[config.mk]
export PLATFORM = sky130hd
export DESIGN_NAME = typed_sensor_value_to_float
export DESIGN_NICKNAME = d
export VERILOG_FILES = /design/src/rtl/core/tsvf_pkg.sv /design/src/rtl/core/typed_sensor_value_to_float.sv
export SDC_FILE = /design/constraint.sdc
export NUM_CORES = 1
export LEC_CHECK = 0
export ABC_AREA = 1
export BUFFER_PORTS_ARGS = -buffer_cell sky130_fd_sc_hd__buf_4
export CAP_MARGIN = 20
export CORE_MARGIN = 4
export CORE_UTILIZATION = 35
export CTS_CLUSTER_DIAMETER = 30
export DETAILED_ROUTE_END_ITERATION = 10
export PLACE_DENSITY = 0.6
export SETUP_SLACK_MARGIN = 0.2
export SYNTH_ARGS = -nofsm -noshare
export SYNTH_HDL_FRONTEND = slang
export SYNTH_SLANG_ARGS = --single-unit
[constraint.sdc]
create_clock -name clk -period 7.5 [get_ports clk]
set_input_delay 0.75 -clock clk [delete_from_list [all_inputs] [get_ports clk]]
set_output_delay 0.75 -clock clk [all_outputs]
set_load 0.01 [all_outputs]
[src/rtl/core/tsvf_pkg.sv]
// Package for the typed sensor value to float converter.
// Tag codes, tag prefixes, default fraction, exponent bias and format enum. No dependencies.
`default_nettype none
package tsvf_pkg;
  localparam logic [31:0] TAG_FLT  = 32'h666C7420;
  localparam logic [31:0] TAG_UI8  = 32'h75693820;
  localparam logic [31:0] TAG_UI16 = 32'h75693136;
  localparam logic [15:0] PFX_SP   = 16'h7370;
  localparam logic [15:0] PFX_FP   = 16'h6670;
  localparam logic [3:0]  FRAC_DEFAULT = 4'd8;
  localparam logic [7:0]  EXP_BIAS = 8'd127;

  typedef enum logic [2:0] {
    FMT_NONE, FMT_FLT, FMT_SP, FMT_UI8, FMT_UI16, FMT_FP
  } fmt_t;
endpackage
`default_nettype wire

[src/rtl/core/typed_sensor_value_to_float.sv]
// Typed sensor value to IEEE single converter, top level.
// Depends on tsvf_pkg.
`default_nettype none
// Decodes a four-character type tag and four value bytes into an IEEE 754
// single bit pattern. Four register stages: tag decode and magnitude, leading
// one position, normalize shift, pack. Accepts one transfer every cycle while
// the output is not stalled. A stage advances whenever it is empty or the stage
// after it moves, so a stall at the output holds all stages without loss.
module typed_sensor_value_to_float (
  input  wire logic        clk,
  input  wire logic        rst,
  input  wire logic        s_tvalid,
  output logic             s_tready,
  input  wire logic [63:0] s_tdata,  // type_tag[31:0], value_bytes[63:32]
  output logic             m_tvalid,
  input  wire logic        m_tready,
  output logic [39:0]      m_tdata   // float_bits[31:0], type_known[32], zeros
);
  import tsvf_pkg::*;

  // stage 1: decode
  logic        v1, v2, v3, v4;
  fmt_t        fmt1;
  logic        sign1, known1;
  logic [15:0] mag1;
  logic [3:0]  frac1;
  logic [31:0] raw1;
  // stage 2: leading one
  logic        sign2, known2, pass2, zero2;
  logic [15:0] mag2;
  logic [3:0]  frac2, lz2;
  logic [31:0] raw2;
  // stage 3: normalize
  logic [31:0] bits3;
  logic        known3;
  logic        sign3, pass3, zero3;
  logic [14:0] man3;
  logic [7:0]  exp3;
  // stage 4: output
  logic [31:0] bits4;
  logic        known4;

  logic adv1, adv2, adv3, adv4;
  assign adv4 = !v4 || m_tready;
  assign adv3 = !v3 || adv4;
  assign adv2 = !v2 || adv3;
  assign adv1 = !v1 || adv2;
  assign s_tready = adv1;

  logic [31:0] tag, vb;
  logic [15:0] u16;
  logic [7:0]  c4;
  logic [3:0]  frac_c;
  fmt_t        fmt_c;
  always_comb begin
    tag = s_tdata[31:0];
    vb  = s_tdata[63:32];
    u16 = vb[31:16];
    c4  = tag[7:0];
    if (c4 >= 8'h30 && c4 <= 8'h39) frac_c = 4'(c4 - 8'h30);
    else if (c4 >= 8'h61 && c4 <= 8'h66) frac_c = 4'(c4 - 8'h57);
    else frac_c = FRAC_DEFAULT;
    if (tag == TAG_FLT) fmt_c = FMT_FLT;
    else if (tag[31:16] == PFX_SP) fmt_c = FMT_SP;
    else if (tag == TAG_UI8) fmt_c = FMT_UI8;
    else if (tag == TAG_UI16) fmt_c = FMT_UI16;
    else if (tag[31:16] == PFX_FP) fmt_c = FMT_FP;
    else fmt_c = FMT_NONE;
  end

  always_ff @(posedge clk) begin
    if (rst) begin
      v1 <= 1'b0;
    end else if (adv1) begin
      v1 <= s_tvalid;
    end
    if (adv1) begin
      fmt1   <= fmt_c;
      known1 <= (fmt_c != FMT_NONE);
      raw1   <= {vb[7:0], vb[15:8], vb[23:16], vb[31:24]};
      case (fmt_c)
        FMT_SP: begin
          sign1 <= u16[15];
          mag1  <= u16[15] ? 16'(-u16) : u16;
          frac1 <= frac_c;
        end
        FMT_UI8: begin
          sign1 <= 1'b0;
          mag1  <= {8'd0, vb[31:24]};
          frac1 <= 4'd0;
        end
        FMT_UI16: begin
          sign1 <= 1'b0;
          mag1  <= u16;
          frac1 <= 4'd0;
        end
        FMT_FP: begin
          sign1 <= 1'b0;
          mag1  <= u16;
          frac1 <= frac_c;
        end
        default: begin
          sign1 <= 1'b0;
          mag1  <= 16'd0;
          frac1 <= 4'd0;
        end
      endcase
    end
  end

  logic [3:0] lz_c;
  always_comb begin
    lz_c = 4'd0;
    for (int i = 0; i < 16; i++) begin
      if (mag1[i]) lz_c = 4'(15 - i);
    end
  end

  always_ff @(posedge clk) begin
    if (rst) begin
      v2 <= 1'b0;
    end else if (adv2) begin
      v2 <= v1;
    end
    if (adv2) begin
      sign2  <= sign1;
      known2 <= known1;
      pass2  <= (fmt1 == FMT_FLT);
      zero2  <= (mag1 == 16'd0);
      mag2   <= mag1;
      frac2  <= frac1;
      lz2    <= lz_c;
      raw2   <= raw1;
    end
  end

  logic [15:0] norm_c;
  assign norm_c = mag2 << lz2;

  always_ff @(posedge clk) begin
    if (rst) begin
      v3 <= 1'b0;
    end else if (adv3) begin
      v3 <= v2;
    end
    if (adv3) begin
      known3 <= known2;
      sign3  <= sign2;
      pass3  <= pass2;
      zero3  <= zero2;
      man3   <= norm_c[14:0];
      // exponent = bias + 15 - lz - frac, never below 127-15
      exp3   <= 8'(EXP_BIAS + 8'd15 - {4'd0, lz2} - {4'd0, frac2});
      bits3  <= raw2;
    end
  end

  always_ff @(posedge clk) begin
    if (rst) begin
      v4 <= 1'b0;
    end else if (adv4) begin
      v4 <= v3;
    end
    if (adv4) begin
      known4 <= known3;
      if (pass3) bits4 <= bits3;
      else if (zero3) bits4 <= 32'd0;
      else bits4 <= {sign3, exp3, man3, 8'd0};
    end
  end

  assign m_tvalid = v4;
  assign m_tdata  = {7'd0, known4, bits4};

`ifndef SYNTHESIS
  a_stall_hold: assert property (@(posedge clk) disable iff (rst)
    m_tvalid && !m_tready |=> m_tvalid && $stable(m_tdata))
    else $error("output changed during stall");
  a_unknown_zero: assert property (@(posedge clk) disable iff (rst)
    m_tvalid && !m_tdata[32] |-> m_tdata[31:0] == 32'd0)
    else $error("unknown tag gave nonzero value");
  a_flow: assert property (@(posedge clk) disable iff (rst)
    !v3 && !v4 |=> !m_tvalid)
    else $error("output valid without an item in flight");
`endif
endmodule
`default_nettype wire

=== After elaboration in Yosys (flattened, before gate mapping) ===
Cells that the tools add are included.

* Output and inout port bits: 42
* Logic and storage cells: 93
* Flip-flop bits (word level): 213
* Input bits: 68

* Shift-type cells: 1
* Order comparisons: 4
* Equal/unequal tests: 10
* Muxes and demuxes: 26
* Add/subtract/negate cells: 5
* Reductions and logical operators: 17

{| class="wikitable"
|+ Operators by type and width
! kind !! count
|-
| equality test 32 x 31 -> 1 bit, second input constant || 3
|-
| 2-to-1 mux 32 bit || 2
|-
| one-hot mux 16 bit (3 select lines) || 1
|-
| 2-to-1 mux 4 bit || 10
|-
| equality test 16 x 15 -> 1 bit, second input constant || 2
|-
| 2-to-1 mux 3 bit || 9
|-
| zero test 16 bit || 1
|-
| 2-to-1 mux 16 bit || 1
|-
| negator 16 bit || 1
|-
| << shifter 16 x 4 -> 15 bit || 1
|-
| greater-or-equal comparator 8 x 6 -> 1 bit, second input constant || 1
|-
| greater-or-equal comparator 8 x 7 -> 1 bit, second input constant || 1
|-
| less-or-equal comparator 8 x 6 -> 1 bit, second input constant || 1
|-
| less-or-equal comparator 8 x 7 -> 1 bit, second input constant || 1
|-
| OR reduction 8 bit || 1
|-
| subtractor 8 x 4 -> 8 bit || 1
|-
| subtractor 8 x 4 -> 8 bit, first input constant || 1
|-
| equality test 3 x 2 -> 1 bit, second input constant || 2
|-
| equality test 3 bit, second input constant || 2
|-
| OR reduction 2 bit || 3
|-
| zero test 1 bit || 4
|-
| logical OR 1 bit || 4
|-
| 2-to-1 mux 2 bit || 2
|-
| OR reduction 4 bit || 1
|-
| 6 further kinds || 7
|}

=== Logic depth before layout (Yosys ltp) ===
* Depth in word-level cells: 15
* Depth in mapped cells: 15
* Depth with buffers taken out: 15

=== Least setup slack after synthesis ===
Ideal clock, no wire load.

* Path type: input to output
* From: in m_tready
* To: out s_tready
* Setup slack: 2502 ps
* Path buffers: 0
* Data arrival time: 4248 ps
* Stages: 6
* Required time: 6750 ps
* Path through: nor2_1 inv_1 nor2_1 inv_1 nor2_1 nand2_1

* Longest elaborated chain between the ends: 4

{| class="wikitable"
|+ Ends and longest elaborated chain
! element !! RTL line !! source
|-
| start, declared || typed_sensor_value_to_float.sv:16 || <nowiki>input wire logic m_tready,</nowiki>
|-
| logical OR 1 bit || typed_sensor_value_to_float.sv:44 || <nowiki>assign adv4 = !v4 || m_tready;</nowiki>
|-
| named net adv4 || typed_sensor_value_to_float.sv:43 || <nowiki>logic adv1, adv2, adv3, adv4;</nowiki>
|-
| logical OR 1 bit || typed_sensor_value_to_float.sv:45 || <nowiki>assign adv3 = !v3 || adv4;</nowiki>
|-
| named net adv3 || typed_sensor_value_to_float.sv:43 ||
|-
| logical OR 1 bit || typed_sensor_value_to_float.sv:46 || <nowiki>assign adv2 = !v2 || adv3;</nowiki>
|-
| logical OR 1 bit || typed_sensor_value_to_float.sv:47 || <nowiki>assign adv1 = !v1 || adv2;</nowiki>
|-
| end, declared || typed_sensor_value_to_float.sv:13 || <nowiki>output logic s_tready,</nowiki>
|}

The timed path passes the listed nets, and every way through them passes these cells.

=== Worst setup path in the final report ===
Same ends and word-level chain as after synthesis.

==> summary.txt <==
Setup path
  • Cell family with most CP delay: buffers and inverters
  • Reg2reg end: exp3[7]
  • Crit path required time: 6.75 ns
  • Worst reg2reg setup slack: 4.96 ns
  • Worst Reg-to-Reg Cells: 6
  • WP buf/inv: 5
  • Critical path endpoint: s_tready
  • Element type at the critical path end: output port
  • Crit path launch type: input port
  • CP Max Fanout: 35
  • CP Launch Point: m_tready
  • CP Class: input port to output port
  • Crit-path cells: buf_4, nor2_1, inv_1, buf_4, nor2_1, inv_2, nor2_1, nand2_2, buf_4
  • Worst path max stage delay: 0.26 ns
  • Slowest CP cell: buf_4
  • CP Depth: 9
  • Worst EP arrival: 1.94 ns
  • RR Startpoint: lz2[0]

Placement
  • RePlAce Congestion: ~0.82
  • HPWL Detailed: 11.67 mm
  • Placed cell area: 10000 sq um
  • DP Worst Slack: 4.752 ns
  • Cells after DPL: 1138
  • IO buf count: 102

Drt
  • Post-route DRC: 0
  • DR WL/cell: 13.71 microns
  • Via count: 5352
  • Highest routed layer: met4
  • Initial DRT Pass Iterations: 5
  • Routed WL: 16.48 mm
  • Initial DRC count: 309
  • DR WL met3: 1.057 mm
  • WL met1: 7.516 mm
  • Vias per inst: 4.453
  • Routed wl met2: 7.520 mm
  • Antenna Nets Post-Route: 0

Clocking
  • H-Tree Depth: 2
  • Clock-pin slew on the worst setup and hold paths: 0.05 ns
  • CTS tree: done
  • Root Driver: clkbuf_16
  • Skew-Pair Late Insertion Delay: 0.48 ns
  • Clock sinks: about 210
  • Max Buffers Root-to-Sink: 3
  • Num CTS Buffers: 37
  • Post-CTS setup buffer count: 0
  • # hold bufs at CTS: 0
  • Post-cts resize count: 0

Pwr
  • Maximum vdd ir drop: 0.1508 mV
  • Total power: 2.978 mW
  • Leakage: 4.764 nW
  • Power Density: 266.2 nW/um^2

Cells and area
  • Inserted Diodes: 0
  • Layout area overhead: 25.84%
  • Post-Layout Cell Count: 1202
  • Nets: 930
  • Post-route cell area: around 11000 sq um
  • Layout cell share with drive strength beyond 1: 0.2282

Synth
  • Post-synth EDFFs: 208
  • Cells after synthesis: 719
  • Average cell area after synthesis: 12.36 sq um
  • Post-synth ARST share: 0
  • Register bit total from synthesis: 212
  • Count of cell types in the netlist: 52
  • Sequential element share of the synthesized area: 0.7116
  • Synth warnings: 0
  • Syn Std Cell Area: 8890 sq um
  • Top cells by area, synth: edfxtp_1 70%, nand2_1 5.4%, inv_1 4.3%
  • Most used DFF post-synth: edfxtp_1
  • Yosys top cell by area: edfxtp_1
  • Yosys top cell area share: 0.7026

Die
  • Core Rows: 58
  • IO Count: between 100 and 150
  • Die ar.: 28010 sq um
  • Initial Utilization: 0.3540
  • Die Y: 167.4 microns
  • Core ar.: 25110 sq um
  • Die X: 167.4 microns

GRT
  • Initial antenna violation count: 0
  • GRT Total Usage: 0.1177
  • Total grt overflow: 0
  • Largest net degree at the start of global routing: 61
  • First-pass GRT wire length: 26.65 mm
  • Vias in the first global route: around 5300

Timing
  • Final worst-path cycle share: 0.3587
  • Setup TNS: 0 ns
  • Rel. slew slack: 0.4842
  • Count of final setup violators: 0
  • Worst Tran Pin Value: 0.7737 ns
  • Tmin final: 2.691 ns
  • Max Clk Rate: 371.7 MHz
  • Final Hold Fails: 0
  • Worst Slack Setup Final: 4.809 ns
  • Max Slew Vio Count: 0
  • Final Skew: 0.01060 ns
  • RSZ-0062 raised after global routing: no

Run status
  • Status: finished clean

Run
  • Max-cap violations: 0

Hold path
  • Hold WC Path Type: flip-flop to flip-flop
metal layers:
layer / vias to the layer above / global-route usage
met5: - / 0
met4: 0 / 0.04270
met3: 26 / 0.03163
met2: 149 / 0.1840
met1: 2452 / 0.1591
li1: 2725 / -
state kept, by name (all words and copies together) (netlist names), 8 cells and up:
register and cells:
bits3 32, bits4 32, raw1 32, raw2 32, mag1 16, mag2 15, man3 15, exp3 8
cells in the final DEF (no fill, tap or decap), drive strengths merged, types with 2 or more instances in the layout:
cell type / instances
a211oi: 2
bufinv: 4
o21ai: 62
nor2: 53
o31ai: 3
or2: 4
fa: 2
inv: 115
a31oi: 3
nand3: 25
edfxtp: 208
conb: 7
a22oi: 3
clkinvlp: 2
nand2: 131
o211ai: 4
nand4: 8
ha: 13
dfxtp: 4
clkbuf: 41
a21oi: 23
o221ai: 3
buf: 107
mux2i: 3
clkinv: 15
xor2: 7
nor4: 5
nor3: 10
worst min-delay path by stage:
stage | start | endpoint | slack (ns) | depth (start not counted)
3_5_place_dp | raw2[14] | bits3[14] | 0.40 | 0
3_3_place_gp | raw1[6] | raw2[6] | 0.40 | 0
2_1_floorplan | raw2[0] | bits3[0] | 0.40 | 0
6_report | raw2[19] | bits3[19] | 0.41 | 0
5_1_grt | raw2[9] | bits3[9] | 0.42 | 0
4_1_cts | raw1[23] | raw2[23] | 0.41 | 0
stage by stage:
step / utilization / hold slack (ns)
6_report: 0.4455 / 0.4114
5_1_grt: 0.4455 / 0.4186
4_1_cts: 0.4455 / 0.4129
3_5_place_dp: 0.3982 / 0.4045
3_3_place_gp: 0.3982 / 0.4005
2_1_floorplan: - / 0.4003
worst register-to-register path, cell delays in order (launching register included):
cell      delay (ns)
edfxtp_1        0.70
clkinv_1        0.40
ha_1            0.29
ha_1            0.21
fa_1            0.42
a31oi_1         0.22
inv_1           0.06
final cells by class:
cell class	instances	area (sq um)
Clock buffer	41	940.9
Tap cell	330	412.9
Fill cell	2349	13920
Clock inverter	23	246.5
Inverter	113	434.2
Timing Repair Buffer	107	803.3
Sequential cell	212	6326
Multi-Input combinational cell	376	2023
power breakdown:
group          total, mW  internal [mW]  switching [mW]
combinational     0.0704         0.0345          0.0359
sequential          1.33           1.32         0.00970
clock               1.57           1.04           0.529
cell families (layout without fill, tap and decap cells):
group                      Yosys count  after routing  synth area share
adders and majority gates           15             15           0.02280
AOI/OAI and AO/OA                  106            106           0.06699
muxes                                3              3          0.003378
xor gates and xnor gates             7              7          0.006897
buffers and inverters              137            284           0.06362
and+or+nand+nor                    238            238            0.1243
DFF                                212            212            0.7116
other                                1              7         0.0004218
cells in the mapped netlist, types with 2 or more instances:
master    count
edfxtp_1    208
nand2_1     127
inv_1       101
o21ai_0      55
nor2_1       49
nand3_1      24
a21oi_1      21
ha_1         13
clkbuf_1     10
buf_4         8
inv_2         8
nand4_1       7
o21ai_1       7
xor2_1        7
nor3_1        5
dfxtp_1       4
nor3_2        4
nor4_1        4
a22oi_1       3
a31oi_1       3
buf_2         3
mux2i_1       3
nand2_4       3
o211ai_1      3
o221ai_1      3
o31ai_1       3
a211oi_1      2
a21oi_2       2
buf_1         2
clkinv_1      2
fa_1          2
nor2_2        2
or2_2         2
Power figures use the tool's default switching activity.
